File: src/hdl/lru_pkg.sv
// ----------------------------------------------------------------------------
// LRU page replacement package
// Shared widths, reset values, control struct and width helpers.
// ----------------------------------------------------------------------------
package lru_pkg;

	localparam int FRAMES_DEF    = 8;
	localparam int PAGE_BITS_DEF = 16;
	localparam int PAGE_W        = 16;
	localparam int CFG_W         = 4;
	localparam int IDX_OUT_W     = 3;
	localparam int FCNT_W        = 32;
	localparam int CFG_MAX       = 2**CFG_W - 1;

	localparam logic [CFG_W-1:0] LIMIT_RST = 4'd4;

	typedef struct packed {
		logic upd;
		logic hit;
		logic fill;
	} ctrl_t;

	function automatic int rank_w(input int frames);
		return (frames > 1) ? $clog2(frames) : 1;
	endfunction

	function automatic int cnt_w(input int frames);
		return $clog2(frames + 1);
	endfunction

	function automatic int act_n(input int frames);
		return (frames < CFG_MAX) ? frames : CFG_MAX;
	endfunction

endpackage

File: src/hdl/lru_cell.sv
// ----------------------------------------------------------------------------
// LRU frame cell
// One frame: page, valid bit and recency rank, with local compare and update.
// ----------------------------------------------------------------------------
module lru_cell #(
	parameter int FRAMES    = lru_pkg::FRAMES_DEF,
	parameter int PAGE_BITS = lru_pkg::PAGE_BITS_DEF,
	parameter int INDEX     = 0,
	localparam int RW = lru_pkg::rank_w(FRAMES),
	localparam int CW = lru_pkg::cnt_w(FRAMES)
) (
	input  logic                 clk,
	input  logic                 arst_n,
	input  lru_pkg::ctrl_t       ctrl,
	input  logic [PAGE_BITS-1:0] page,
	input  logic [CW-1:0]        limit,
	input  logic [CW-1:0]        filled,
	input  logic [RW-1:0]        sel_rank,
	input  logic                 victim,
	input  logic                 hit_in,
	output logic                 hit_out,
	output logic                 sel,
	output logic                 elig,
	output logic [RW-1:0]        rank,
	output logic [PAGE_BITS-1:0] stored_page
);

	localparam logic [CW-1:0] ME = CW'(INDEX);

	logic [PAGE_BITS-1:0] page_q;
	logic                 valid_q;
	logic [RW-1:0]        rank_q;
	logic                 active;
	logic                 match;
	logic                 age;

	assign active      = (ME < limit);
	assign elig        = valid_q & active;
	assign match       = elig & (page_q == page);
	assign hit_out     = hit_in | match;
	assign rank        = rank_q;
	assign stored_page = page_q;
	assign age         = valid_q & (ctrl.fill | (rank_q < sel_rank));

	always_comb begin
		if (ctrl.hit) begin
			sel = match & ~hit_in;
		end else if (ctrl.fill) begin
			sel = (filled == ME);
		end else begin
			sel = victim;
		end
	end

	always_ff @(posedge clk or negedge arst_n) begin
		if (!arst_n) begin
			valid_q <= 1'b0;
			rank_q  <= '0;
		end else if (ctrl.upd) begin
			if (sel) begin
				valid_q <= 1'b1;
				rank_q  <= '0;
			end else if (age) begin
				rank_q <= rank_q + RW'(1);
			end
		end
	end

	always_ff @(posedge clk) begin
		if (ctrl.upd && sel && !ctrl.hit) begin
			page_q <= page;
		end
	end

endmodule

File: src/hdl/lru_pick.sv
// ----------------------------------------------------------------------------
// LRU victim picker
// Marks the eligible frame that no other eligible frame outranks in age.
// ----------------------------------------------------------------------------
module lru_pick #(
	parameter int FRAMES = lru_pkg::FRAMES_DEF,
	localparam int RW = lru_pkg::rank_w(FRAMES),
	localparam int AN = lru_pkg::act_n(FRAMES)
) (
	input  logic [RW-1:0]     rank [FRAMES],
	input  logic [FRAMES-1:0] elig,
	output logic [FRAMES-1:0] victim
);

	logic [FRAMES-1:0] older;

	always_comb begin
		older  = '0;
		victim = '0;
		for (int i = 0; i < AN; i++) begin
			for (int k = 0; k < AN; k++) begin
				if (k != i && elig[k] && rank[k] > rank[i]) begin
					older[i] = 1'b1;
				end
			end
			victim[i] = elig[i] & ~older[i];
		end
	end

endmodule

File: src/hdl/lru_page_replacement.sv
// ----------------------------------------------------------------------------
// LRU page replacement
// Resident page table with LRU replacement and a saturating fault counter.
// ----------------------------------------------------------------------------
// A page reference is captured on acceptance; then the row of frame cells
// compares the page, picks the hit, next empty or least recently used frame,
// and updates ranks and pages while the result register loads. page_stall is
// high from acceptance until that update, so no new reference is taken
// meanwhile; a stalled result holds the update until the result register
// drains. No clearing pass follows reset. frames_in_use is clamped to 1..FRAMES.
module lru_page_replacement #(
	parameter int FRAMES    = lru_pkg::FRAMES_DEF,
	parameter int PAGE_BITS = lru_pkg::PAGE_BITS_DEF
) (
	input  logic                          clk,
	input  logic                          arst_n,
	input  logic                          cfg_we,
	input  logic [lru_pkg::CFG_W-1:0]     cfg_wdata,
	input  logic                          page_valid,
	output logic                          page_stall,
	input  logic [lru_pkg::PAGE_W-1:0]    page_number,
	output logic                          result_valid,
	input  logic                          result_stall,
	output logic                          fault,
	output logic [lru_pkg::IDX_OUT_W-1:0] frame_index,
	output logic                          evicted_valid,
	output logic [lru_pkg::PAGE_W-1:0]    evicted_page,
	output logic [lru_pkg::FCNT_W-1:0]    fault_total
);

	localparam int RW = lru_pkg::rank_w(FRAMES);
	localparam int CW = lru_pkg::cnt_w(FRAMES);

	logic [lru_pkg::CFG_W-1:0]     frames_in_use_q;
	logic                          busy_q;
	logic [PAGE_BITS-1:0]          page_s1;
	logic [CW-1:0]                 filled_q;
	logic [lru_pkg::FCNT_W-1:0]    fault_cnt_q;
	logic                          result_valid_q;
	logic                          fault_q;
	logic [lru_pkg::IDX_OUT_W-1:0] frame_index_q;
	logic                          evicted_valid_q;
	logic [lru_pkg::PAGE_W-1:0]    evicted_page_q;

	logic [lru_pkg::CFG_W-1:0] lim_raw;
	logic [CW-1:0]             limit;
	lru_pkg::ctrl_t            ctrl;
	logic                      replace;
	logic [FRAMES:0]           hit_chain;
	logic [FRAMES-1:0]         sel;
	logic [FRAMES-1:0]         elig;
	logic [FRAMES-1:0]         victim;
	logic [RW-1:0]             rank [FRAMES];
	logic [PAGE_BITS-1:0]      cpage [FRAMES];
	logic [RW-1:0]             sel_rank;
	logic [RW-1:0]             sel_idx;
	logic [PAGE_BITS-1:0]      sel_page;

	always_comb begin
		lim_raw = frames_in_use_q;
		if (lim_raw == '0) begin
			lim_raw = lru_pkg::CFG_W'(1);
		end
		if (32'(lim_raw) > FRAMES) begin
			lim_raw = lru_pkg::CFG_W'(FRAMES);
		end
		limit = CW'(lim_raw);
	end

	assign hit_chain[0] = 1'b0;
	assign ctrl.upd     = busy_q & (~result_valid_q | ~result_stall);
	assign ctrl.hit     = hit_chain[FRAMES];
	assign ctrl.fill    = ~hit_chain[FRAMES] & (filled_q < limit);
	assign replace      = ~ctrl.hit & ~ctrl.fill;

	for (genvar i = 0; i < FRAMES; i++) begin : g_cell
		lru_cell #(
			.FRAMES    (FRAMES),
			.PAGE_BITS (PAGE_BITS),
			.INDEX     (i)
		) u_cell (
			.clk         (clk),
			.arst_n      (arst_n),
			.ctrl        (ctrl),
			.page        (page_s1),
			.limit       (limit),
			.filled      (filled_q),
			.sel_rank    (sel_rank),
			.victim      (victim[i]),
			.hit_in      (hit_chain[i]),
			.hit_out     (hit_chain[i+1]),
			.sel         (sel[i]),
			.elig        (elig[i]),
			.rank        (rank[i]),
			.stored_page (cpage[i])
		);
	end

	lru_pick #(
		.FRAMES (FRAMES)
	) u_pick (
		.rank   (rank),
		.elig   (elig),
		.victim (victim)
	);

	always_comb begin
		sel_rank = '0;
		sel_idx  = '0;
		sel_page = '0;
		for (int i = 0; i < FRAMES; i++) begin
			if (sel[i]) begin
				sel_rank = sel_rank | rank[i];
				sel_idx  = sel_idx | RW'(i);
				sel_page = sel_page | cpage[i];
			end
		end
	end

	always_ff @(posedge clk or negedge arst_n) begin
		if (!arst_n) begin
			frames_in_use_q <= lru_pkg::LIMIT_RST;
			busy_q          <= 1'b0;
			filled_q        <= '0;
			fault_cnt_q     <= '0;
			result_valid_q  <= 1'b0;
		end else begin
			if (cfg_we) begin
				frames_in_use_q <= cfg_wdata;
			end
			if (page_valid && !busy_q) begin
				busy_q <= 1'b1;
			end else if (ctrl.upd) begin
				busy_q <= 1'b0;
			end
			if (ctrl.upd) begin
				result_valid_q <= 1'b1;
				if (ctrl.fill) begin
					filled_q <= filled_q + CW'(1);
				end
				if (!ctrl.hit && fault_cnt_q != '1) begin
					fault_cnt_q <= fault_cnt_q + lru_pkg::FCNT_W'(1);
				end
			end else if (!result_stall) begin
				result_valid_q <= 1'b0;
			end
		end
	end

	always_ff @(posedge clk) begin
		if (page_valid && !busy_q) begin
			page_s1 <= PAGE_BITS'(page_number);
		end
		if (ctrl.upd) begin
			fault_q         <= ~ctrl.hit;
			frame_index_q   <= lru_pkg::IDX_OUT_W'(sel_idx);
			evicted_valid_q <= replace;
			evicted_page_q  <= replace ? lru_pkg::PAGE_W'(sel_page) : '0;
		end
	end

	assign page_stall    = busy_q;
	assign result_valid  = result_valid_q;
	assign fault         = fault_q;
	assign frame_index   = frame_index_q;
	assign evicted_valid = evicted_valid_q;
	assign evicted_page  = evicted_page_q;
	assign fault_total   = fault_cnt_q;

`ifndef SYNTHESIS
	a_sel_onehot: assert property (@(posedge clk) disable iff (!arst_n)
		ctrl.upd |-> $onehot(sel))
		else $error("frame select not one-hot during update");

	a_evict_fault: assert property (@(posedge clk) disable iff (!arst_n)
		result_valid_q |-> (!evicted_valid_q || fault_q))
		else $error("eviction reported without a fault");

	a_filled_range: assert property (@(posedge clk) disable iff (!arst_n)
		32'(filled_q) <= FRAMES)
		else $error("filled frame count beyond frame count");

	a_count_step: assert property (@(posedge clk) disable iff (!arst_n)
		(ctrl.upd && ctrl.hit) |=> $stable(fault_cnt_q))
		else $error("fault count moved on a hit");
`endif

endmodule

File: config.mk
export PLATFORM = sky130hd
export DESIGN_NAME = lru_page_replacement
export DESIGN_NICKNAME = d
export VERILOG_FILES = /design/src/hdl/lru_pkg.sv /design/src/hdl/lru_cell.sv /design/src/hdl/lru_pick.sv /design/src/hdl/lru_page_replacement.sv
export SDC_FILE = /design/constraint.sdc
export NUM_CORES = 1
export LEC_CHECK = 0
export BUFFER_PORTS_ARGS = -buffer_cell sky130_fd_sc_hd__buf_2
export CAP_MARGIN = 0
export CORE_AREA = 3 3 194 196
export CTS_CLUSTER_SIZE = 14
export DETAILED_ROUTE_END_ITERATION = 8
export DIE_AREA = 0 0 197 199
export PLACE_DENSITY_LB_ADDON = 0.1
export SETUP_SLACK_MARGIN = 0.3
export SLEW_MARGIN = 20
export SYNTH_ARGS = -nofsm -noshare
export SYNTH_HDL_FRONTEND = slang
export SYNTH_SLANG_ARGS = --single-unit
export TNS_END_PERCENT = 30
File: constraint.sdc
create_clock -name clk -period 4.3 [get_ports clk]
set_input_delay 0.43 -clock clk [delete_from_list [all_inputs] [get_ports clk]]
set_output_delay 0.43 -clock clk [all_outputs]
set_load 0.03 [all_outputs]
## Word-level counts from Yosys, hierarchy flattened

Index checks and enable logic that the tools add are counted.

| word-level totals | value |
|---|---|
| output and inout bits | 55 |
| bits in read-only memories | 0 |
| word-level logic and storage cells | 449 |
| bits in registers | 239 |
| bits of input ports | 25 |
| RAM bits | 0 |
| memories kept | 0 |
| bits in latches | 0 |

| operators by class | value |
|---|---|
| add/subtract/negate cells | 10 |
| divide/modulo/power cells | 0 |
| eq/ne operators | 17 |
| multiplexer cells | 114 |
| shift-type cells | 0 |
| order comparisons | 74 |
| bitwise gates (word level) | 91 |
| $mul | 0 |
| reductions and logical operators | 107 |

Operators with widths:

| kind | count |
|---|---|
| > comparator 3 bit | 56 |
| == test 16 bit | 8 |
| two-way mux 16 bit | 8 |
| bitwise OR 16 bit | 7 |
| two-way mux 1 bit | 78 |
| logical AND 1 bit | 74 |
| two-way mux 3 bit | 24 |
| bitwise AND 1 bit | 42 |
| AND reduction 2 bit | 18 |
| adder 32 x 1 -> 32 bit, second input constant | 1 |
| != test 32 bit, second input constant | 1 |
| adder 3 x 1 -> 3 bit, second input constant | 8 |
| < comparator 3 bit | 8 |
| bitwise OR 3 bit | 7 |
| inverter 1 bit | 19 |
| nonzero test 2 bit | 9 |
| == test 4 x 3 -> 1 bit, second input constant | 4 |
| < comparator 3 x 4 -> 1 bit, first input constant | 4 |
| bitwise OR 1 bit | 16 |
| == test 4 x 2 -> 1 bit, second input constant | 2 |
| zero test 4 bit | 2 |
| < comparator 1 x 4 -> 1 bit, first input constant | 2 |
| < comparator 2 x 4 -> 1 bit, first input constant | 2 |
| two-way mux 4 bit | 2 |
| 9 further kinds | 11 |

## Logic depth before layout (Yosys ltp)

Gate-level depths: netlist (run 1).

| depth | value |
|---|---|
| depth after elaboration | 38 |
| gate-level depth with buffers | 21 |
| gate-level depth less buffers | 19 |

## By module

From an unflattened synthesis (run 1), not the netlist that was laid out.

| unflattened totals | value |
|---|---|
| cells, all modules | 1248 |
| area, all modules | 14263.7 sq um |

Modules (own cells, without submodules):

| module | cells each | sequential area each (sq um) | area an instance (sq um) | times used |
|---|---|---|---|---|
| lru_page_replacement | 357 | 2163.3 | 4053.9 | 1 |
| lru_pick | 280 | 0.0 | 2174.6 | 1 |
| lru_cell (g_cell[0].u_cell ...) | 77 | 580.6 | 1019.7 | 2 |
| lru_cell (g_cell[1].u_cell) | 76 | 580.6 | 1014.7 | 1 |
| lru_cell (g_cell[5].u_cell) | 77 | 580.6 | 1013.5 | 1 |
| lru_cell (g_cell[4].u_cell) | 79 | 580.6 | 1004.7 | 1 |
| lru_cell (g_cell[6].u_cell) | 77 | 580.6 | 994.7 | 1 |
| lru_cell (g_cell[7].u_cell) | 75 | 580.6 | 993.5 | 1 |
| lru_cell (g_cell[3].u_cell) | 73 | 580.6 | 974.7 | 1 |

## Worst setup path before layout (run 1)

No wires, ideal clock.

| timing path | value |
|---|---|
| kind | register to register |
| from | register frames_in_use_q[3] (netlist name) |
| to | register g_cell[5].u_cell.rank_q[2] |
| clock period less this slack | 4.793 ns |
| cell stages (with the launch flop) | 22 |
| arrival | 4.661 ns |
| required time | 4.168 ns |
| path slack | -0.493 ns |
| setup time | 0.132 ns |
| buffers on the path | 3 |
| cell sequence | dfrtp_1 -> clkbuf_1 -> inv_1 -> nand2_1 -> ha_1 -> inv_1 -> o311ai_1 -> and2_1 -> clkbuf_1 -> o41ai_1 -> a31oi_1 -> nor2_1 -> clkbuf_1 -> a22oi_1 -> nand3_1 -> a221oi_1 -> ha_1 -> a21oi_1 -> o21a_1 -> o41ai_4 -> o211ai_1 -> or3b_1 |

| between the ends | value |
|---|---|
| longest elaborated chain between the ends | 38 |
| elaborated cells between the ends (all ways) | 217 |
| classes of those cells | order compare (11); mux (83); bitwise (64); reduce/logical (59) |

Ends and longest elaborated chain:

| what | RTL line | text |
|---|---|---|
| start: declaration | lru_page_replacement.sv:34 | `logic [lru_pkg::CFG_W-1:0] frames_in_use_q;` |
| start signal: assignment | lru_page_replacement.sv:122 | `frames_in_use_q <= lru_pkg::LIMIT_RST;` |
| start signal: assignment | lru_page_replacement.sv:129 | `frames_in_use_q <= cfg_wdata;` |
| zero test 4 bit | lru_page_replacement.sv:61 | `if (lim_raw == '0) begin` |
| two-way mux 4 bit * | lru_page_replacement.sv:61 |  |
| > comparator 4 bit | lru_page_replacement.sv:64 | `if (32'(lim_raw) > FRAMES) begin` |
| two-way mux 4 bit * | lru_page_replacement.sv:64 |  |
| < comparator 1 x 4 -> 1 bit | lru_cell.sv:37 | `assign active = (ME < limit);` |
| bitwise AND 1 bit | lru_cell.sv:38 | `assign elig = valid_q & active;` |
| bitwise AND 1 bit or logical AND 1 bit (tied branches) | lru_cell.sv:39, lru_pick.sv:22 |  |
| bitwise OR 1 bit or two-way mux 1 bit (tied branches) (7 in a row) | lru_cell.sv:40, lru_pick.sv:22 |  |
| [... 16 more ...] | -- |  |
| two-way mux 3 bit | lru_page_replacement.sv:112 | `if (sel[i]) begin` |
| bitwise OR 3 bit | lru_page_replacement.sv:113 | `sel_rank = sel_rank \| rank[i];` |
| two-way mux 3 bit | lru_page_replacement.sv:112 |  |
| < comparator 3 bit | lru_cell.sv:43 | `assign age = valid_q & (ctrl.fill \| (rank_q < sel_rank));` |
| bitwise OR 1 bit | lru_cell.sv:43 |  |
| bitwise AND 1 bit | lru_cell.sv:43 |  |
| nonzero test 2 bit (no source line) | -- |  |
| AND reduction 2 bit (no source line) | -- |  |
| end signal: assignment | lru_cell.sv:64 | `rank_q <= rank_q + RW'(1);` |
| end: declaration | lru_cell.sv:32 | `logic [RW-1:0] rank_q;` |

Every way passes the cells marked *; elsewhere a longest branch is shown, timed or not.
A chain may end at the register's enable or synchronous reset.

## Final worst setup path (run 1)

| timing path | value |
|---|---|
| from | register page_s1[14] |
| to | register g_cell[5].u_cell.rank_q[2] |

| between the ends | value |
|---|---|
| longest elaborated chain between the ends | 33 |
| elaborated cells between the ends (all ways) | 76 |
| classes of those cells | order compare (1); eq/ne (8); mux (25); bitwise (40); reduce/logical (2) |

Ends and longest elaborated chain:

| what | RTL line | text |
|---|---|---|
| start: declaration | lru_page_replacement.sv:36 | `logic [PAGE_BITS-1:0] page_s1;` |
| start signal: assignment | lru_page_replacement.sv:152 | `page_s1 <= PAGE_BITS'(page_number);` |
| == test 16 bit | lru_cell.sv:39 | `assign match = elig & (page_q == page);` |
| bitwise AND 1 bit | lru_cell.sv:39 |  |
| bitwise OR 1 bit (7 in a row) | lru_cell.sv:40 | `assign hit_out = hit_in \| match;` |
| inverter 1 bit | lru_page_replacement.sv:73 | `assign ctrl.fill = ~hit_chain[FRAMES] & (filled_q < limit);` |
| bitwise AND 1 bit | lru_page_replacement.sv:73 |  |
| two-way mux 1 bit | lru_cell.sv:48 | `end else if (ctrl.fill) begin` |
| two-way mux 1 bit | lru_cell.sv:46 | `if (ctrl.hit) begin` |
| two-way mux 3 bit | lru_page_replacement.sv:112 |  |
| [... 11 more ...] | -- |  |
| two-way mux 3 bit | lru_page_replacement.sv:112 |  |
| bitwise OR 3 bit | lru_page_replacement.sv:113 |  |
| two-way mux 3 bit | lru_page_replacement.sv:112 |  |
| < comparator 3 bit | lru_cell.sv:43 |  |
| bitwise OR 1 bit | lru_cell.sv:43 |  |
| bitwise AND 1 bit | lru_cell.sv:43 |  |
| nonzero test 2 bit (no source line) | -- |  |
| AND reduction 2 bit (no source line) | -- |  |

Parallel ways exist; a longest one is shown, timed or not.

==> metrics, run 1 <==
post-route DRC violation count 0; # setup viols final 14; commonest non-fill, non-tap cell in the layout buf_4; Layout area overhead 30.5%; reg2reg start page_s1[14]; ranking of synthesized cells by area edfxtp_1 (35%), dfrtp_1 (13%), ha_1 (10%), xnor2_1 (5.1%), xor2_1 (5.0%); initial antenna violation count 1; IO Pins 80; crit path max-delay cell type edfxtp_1; Tot GR Track Use 0.270; Min Hold Slack 0.0255 ns; Clock Latency Late Sink 0.58 ns; R2R Path End g_cell[5].u_cell.rank[2]; share of layout cells above drive strength 1 0.291; status finished with violations; CTS clk-pin slew, worst paths 0.06 ns; Row Count 70; number of routed nets with antenna violations 0; Ys Warns 0; clk buf depth 3; Top FF cell, synth edfxtp_1; pre-CTS setup slack -0.350 ns; post-synth cell types 80; hold path start page_number[6]; Startpoint Class register; Sink Count 239; die area 0.0392 mm²; Overflow after GRT 0; area leader, netlist edfxtp_1; Critical Path Max Stage Delay 0.52 ns; gpl congestion 0.986; I/O Buffers 79; relative slew slack 0.575; post-route setup slack -0.120 ns; Synth Register Bits 239; first-pass GRT wire length 78000 µm; Max Fclk 226 MHz; Post-Synth XOR/XNOR Area 0.101; Peak supply drop 0.430 mV; Worst Tran Pin Value 0.635 ns; final period utilization 1.03; Num CTS Buffers 28; largest net degree at the start of global routing 43; CTS root buffer clkbuf_16; DR iter-0 viols 877; vias in the first global route 12200; # diodes 0; CP Class register to register; cells on worst reg2reg path 18; H-tree depth 1; crit path time final 4.42 ns; Fin. Hold Viols 0; CP Data Arrival Time 4.86 ns; sequential share of the synthesized area 0.475; hpwl dp 40500 µm; Critical Path End Type register; Worst R2R Setup Slack -0.12 ns; max-slew violations 0; Post-Synth Adder-Cell Area 0.101; syn_nets 1423; total power 15.2 mW; Compound-Gate Fraction of Synth Area 0.135; Leak 7.79 nW; post-route clock skew 0.0247 ns; Max-Cap Viols 0; Final nets 1760; via-per-instance ratio 5.78; mux cell area share after synthesis 0.00733; Hold Path Class input port to register; Simple-Gate Fraction of Synth Area 0.152; FFs w/ async S/R, synth 0.310; critical path peak fanout 7; wire length per cell 25.5 µm; 1st-pass router iterations 7; Die H 199 µm; Cells after Synth 1282; Post-synth EDFFs 165; Pwr per Cell Area 811 mW/mm²; failing checks setup timing; worst hold endpoint page_s1[6]; Worst Hold Depth 1; initial core utilization 0.395; largest family of logic cells by synthesized area simple AND/OR/NAND/NOR gates; width of the die 197 µm; Core Region 0.0363 mm²; top-area cell type share of the netlist area 0.346; routed vias 12200; most frequent cells in the layout buf_4 (250), edfxtp_1 (165), ha_1 (108); worst-path cell chain buf_4, buf_4, xor2_1, nor4_1, nand3_1, a2bb2oi_2, and2_1, a21oi_1, nor2_2, a22oi_1, nand3_2, a221oi_4, ha_1, a21oi_1, o21a_1, o41ai_4, o211ai_1, or3b_1; Critical Path RT 4.74 ns; mean post-synth cell area 11.2 µm²; RSZ-0062 raised after global routing true; DRT Wirelength 53700 µm; CTS tree yes; Post-Syn Area 0.0143 mm²
-- worst max-delay path: cells and delay by family (launching register included) --
family          cells  cell delay (ns)
compound gates      8             1.54
xor+xnor            1             0.19
fa+ha+maj           1             0.31
buf+inv             2             0.38
flops               1             0.52
simple gates        6             1.33
-- worst max-delay path by stage --
stage                            from                       end  slack [ns]  cells past startpoint
after floorplan           page_s1[10]  g_cell[5].u_cell.rank[2]       -0.11                     18
after global placement    page_s1[13]  g_cell[5].u_cell.rank[2]       -0.31                     18
after detailed placement   page_s1[3]  g_cell[5].u_cell.rank[2]       -0.35                     18
after CTS                  page_s1[1]  g_cell[6].u_cell.rank[2]       -0.14                     17
after global routing       page_s1[1]  g_cell[6].u_cell.rank[1]       -0.26                     17
final                     page_s1[14]  g_cell[5].u_cell.rank[2]       -0.12                     18
-- cell type report --
class / instances / area (µm²)
Fill cell: 3322 / 17600
Clock buffer: 39 / 762
Clock inverter: 12 / 143
Inverter: 46 / 173
Timing Repair Buffer: 356 / 2650
Sequential cell: 239 / 6810
Tap cell: 468 / 586
Multi-Input combinational cell: 948 / 7580
-- metrics by stage --
step / setup TNS (ns) / instance area [µm²] / util / std cells
after floorplan: -0.221 / 14500 / - / 1282
after global placement: -4.24 / 17200 / 0.474 / 2033
after detailed placement: -5.75 / 17200 / 0.474 / 2033
after CTS: -1.25 / 18500 / 0.510 / 2104
after global routing: -4.42 / 18700 / 0.516 / 2108
final: -0.700 / 18700 / 0.516 / 2108
-- synthesized netlist by cell type, drive strengths merged (7+ instances only) --
| cell type | number |
|---|---|
| nand2b | 11 |
| a21oi | 45 |
| nor4b | 7 |
| dfrtp | 73 |
| clkbuf | 29 |
| nor3 | 14 |
| a222oi | 15 |
| nand2 | 100 |
| nor4 | 26 |
| a31oi | 24 |
| a22o | 17 |
| and2 | 10 |
| a221oi | 22 |
| and4 | 8 |
| or4 | 15 |
| ha | 116 |
| nor2 | 50 |
| nand3 | 60 |
| buf | 20 |
| xnor2 | 84 |
| a22oi | 10 |
| edfxtp | 165 |
| a21o | 11 |
| nor2b | 14 |
| xor2 | 81 |
| and3 | 20 |
| inv | 46 |
| nand4 | 30 |
| o21ai | 30 |
| o211ai | 13 |
| nand3b | 14 |
-- power breakdown --
part | internal, mW | total [mW] | leakage [nW] | switching (mW)
logic | 3.99 | 9.29 | 4.91 | 5.30
registers | 3.14 | 3.55 | 2.44 | 0.413
clock network | 1.36 | 2.33 | 0.437 | 0.964
-- what timing repair did --
action | in CTS | in global routing
setup buffers | 19 | 4
hold buffers | 1 | 0
hold endpoints to repair | 36 | 0
cloned | 0 | 0
pin swaps | 31 | 22
setup endpoints to repair | 24 | 41
gates resized for setup | 34 | 43
-- sequential cells by signal (all words and copies together) (netlist names) --
| signal | cells |
|---|---|
| evicted_page | 16 |
| evicted_valid | 1 |
| fault | 1 |
| fault_total | 32 |
| filled_q | 4 |
| frame_index | 3 |
| frames_in_use_q | 4 |
| g_cell.u_cell.rank | 24 |
| g_cell.u_cell.stored_page | 128 |
| g_cell.u_cell.valid_q | 8 |
| page_s1 | 16 |
| page_stall | 1 |
| result_valid | 1 |
-- layer usage --
| metal | track usage | vias to the layer above | part of all wire |
|---|---|---|---|
| met4 | 0.125 | 2 | 0.057 |
| li1 | - | 5605 | - |
| met5 | 0 | - | 0.00019 |
| met1 | 0.329 | 5959 | 0.40 |
| met3 | 0.0459 | 144 | 0.064 |
| met2 | 0.469 | 475 | 0.48 |
-- logic make-up (layout without fill, tap and decap cells) --
group,after synthesis,count (layout)
simple gates,401,401
compound gates,256,256
flops,239,239
xor+xnor,165,165
fa+ha+maj,116,116
buf+inv,95,453
mux,10,10
Power figures use the tool's default switching activity.
==> run 2: changes to the inputs <==
--- a/config.mk
+++ b/config.mk
@@ -12,6 +12,7 @@
 export DETAILED_ROUTE_END_ITERATION = 8
 export DIE_AREA = 0 0 197 199
 export PLACE_DENSITY_LB_ADDON = 0.1
+export REMOVE_ABC_BUFFERS = 1
 export SETUP_SLACK_MARGIN = 0.3
 export SLEW_MARGIN = 20
 export SYNTH_ARGS = -nofsm -noshare
==> run 2 against run 1 <==
  * The flow still finishes with violations (setup timing)
  * Critical path depth rose by 2
  * Routed wire length fell by 4.3%
  * Sequential power barely moved
  * Highest routed layer is now met4
==> metrics, run 2 (synthesized netlist as in run 1, its figures left out) <==
vias in the first global route 12100 (-0.40%); Buffers & Inverters on Critical Path 3 (+1); cells on worst reg2reg path 20 (+2); Pwr per Cell Area 807 mW/mm² (-0.49%); worst-path cell chain buf_6, xor2_2, or4_4, nor4_4, buf_4, a22oi_2, and3b_4, o211ai_1, o21ai_2, a22o_1, a221oi_2, and3_4, buf_6, ha_4, a21o_1, a21oi_2, o211a_1, o41ai_2, or3_1, a21oi_2; Max-Cap Viols 0 (unchanged); initial antenna violation count 0 (-1); initial core utilization 0.395 (unchanged); Row Count 70 (unchanged); Layout area overhead 36.7%; Die H 199 µm (unchanged); status finished with violations; Worst R2R Setup Slack -0.21 ns (-0.09 ns); CTS clk-pin slew, worst paths 0.06 ns (about the same); post-route clock skew 0.0167 ns (-0.00797 ns); DR iter-0 viols 1269 (+45%); relative slew slack 0.439 (-0.136); Worst Tran Pin Value 0.839 ns (+0.204 ns); final period utilization 1.05 (+0.0209); Core Region 0.0363 mm² (unchanged); CTS tree yes; first-pass GRT wire length 75900 µm (-2.7%); R2R Path End g_cell[1].u_cell.rank[2]; Layout Cell Area excl Fill 0.0196 mm² (+4.7%); Num CTS Buffers 28 (unchanged); crit path max-delay cell type edfxtp_1; Leak 8.24 nW (+5.9%); CP Data Arrival Time 5.00 ns (+0.14 ns); CP top delay family simple AND/OR/NAND/NOR gates; Final nets 1845 (+4.8%); pre-CTS setup slack -0.546 ns (-0.196 ns); width of the die 197 µm (unchanged); Fin. Hold Viols 0 (unchanged); Filler Cells Inserted 3314 (-0.24%); routed vias 12500 (+2.3%); H-tree depth 1 (unchanged); post-route setup slack -0.210 ns (-0.0898 ns); failing checks setup timing; DRT Wirelength 51400 µm (-4.3%); CTS root buffer clkbuf_16; share of layout cells above drive strength 1 0.347 (+0.0564); Multi-input gate area 0.00777 mm² (+2.5%); clk buf depth 3 (unchanged); reg2reg start page_s1[13]; critical path depth in cells 20 (+2); Critical Path Max Stage Delay 0.50 ns (-0.02 ns); critical path peak fanout 5 (-2); Peak supply drop 0.493 mV (+15%); worst hold endpoint page_s1[2]; RSZ-0062 raised after global routing true; number of routed nets with antenna violations 0 (unchanged); Hold Path Class input port to register; Overflow after GRT 0 (unchanged); Clock Latency Late Sink 0.57 ns (about the same); gpl congestion 0.997 (+1.0%); largest net degree at the start of global routing 75 (+74%); commonest non-fill, non-tap cell in the layout buf_4; Tot GR Track Use 0.258 (-0.0123); I/O Buffers 79 (unchanged); Critical Path RT 4.79 ns (+0.05 ns); # setup viols final 24 (+10); IO Pins 80 (unchanged); post-route DRC violation count 0 (unchanged); # diodes 0 (unchanged); wire length per cell 23.4 µm (-8.0%); most frequent cells in the layout buf_4 (330), edfxtp_1 (165), ha_1 (105); hold path start page_number[2]; DP Area 0.0176 mm² (+2.2%); die area 0.0392 mm² (unchanged); Startpoint Class register; Worst Hold Depth 1 (unchanged); Max Fclk 222 MHz (-2.0%); 1st-pass router iterations 8 (+1); CP Class register to register; Critical Path End Type register; max-slew violations 0 (unchanged); crit path time final 4.51 ns (+0.0898 ns); Sink Count 239 (unchanged); via-per-instance ratio 5.69 (-1.6%); hpwl dp 38600 µm (-4.7%); register area 0.00681 mm² (about the same); max reg flops 128 (unchanged)
==> run 2: final cells by class <==
type / instances / share of cell area
sequential: 239 / 0.348
clock inverter: 18 / 0.00805
multi-input combinational: 948 / 0.397
inverter: 46 / 0.00882
timing repair buffer: 441 / 0.171
tap: 468 / 0.0299
clock buffer: 33 / 0.0378
==> run 2: routing by layer <==
layer,vias up,track usage,share of wire
met5,-,0,0
met4,0,0.0631,0.023
met3,76,0.0427,0.082
met2,514,0.379,0.43
met1,6101,0.396,0.47
li1,5777,-,-
==> run 2: how the worst max path moves through the flow <==
stage	startpoint	end	slack, ns
global route	page_s1[13]	g_cell[1].u_cell.rank[2]	-0.37
CTS	page_s1[14]	g_cell[0].u_cell.rank[2]	-0.10
finish	page_s1[13]	g_cell[1].u_cell.rank[2]	-0.21
detailed placement	frames_in_use_q[3]	g_cell[7].u_cell.rank[2]	-0.55
global placement	frames_in_use_q[3]	g_cell[1].u_cell.rank[2]	-0.57
floorplan	frames_in_use_q[3]	g_cell[5].u_cell.rank[2]	-0.94
==> run 2: metrics by stage <==
stage	hold WS [ns]	total power, mW	util	instances	setup TNS, ns
after floorplan	0.134	8.01	-	1233	-23.26
after global placement	0.476	12.1	0.485	2097	-11.59
after detailed placement	0.478	12.2	0.485	2097	-11.05
after CTS	0.0128	15.2	0.526	2174	-1.13
after global routing	0.0191	16.8	0.540	2193	-7.02
final	0.0341	15.8	0.540	2193	-3.00
==> run 2: timing repair <==
item                                   CTS  global route
endpoints found under the hold margin    0            32
gates cloned                             0             1
setup buffers                           26            16
hold buffers                             0             1
setup endpoints to repair               33           103
pin swaps                               35            25
resized for setup                       70            68
==> run 2: worst reg2reg max path, stage by stage, from the launching register on <==
cell      delay, ns
edfxtp_1       0.50
buf_6          0.20
xor2_2         0.18
or4_4          0.50
nor4_4         0.31
buf_4          0.18
a22oi_2        0.07
and3b_4        0.21
o211ai_1       0.11
o21ai_2        0.11
a22o_1         0.22
a221oi_2       0.17
and3_4         0.29
buf_6          0.17
ha_4           0.21
a21o_1         0.18
a21oi_2        0.13
o211a_1        0.18
o41ai_2        0.08
or3_1          0.33
a21oi_2        0.12
==> run 2: where the power goes <==
part | leakage (nW) | switching (mW) | internal [mW]
Combinational | 5.36 | 5.52 | 4.39
Clock | 0.448 | 0.993 | 1.35
Sequential | 2.44 | 0.407 | 3.14
Total | 8.24 | 6.92 | 8.88
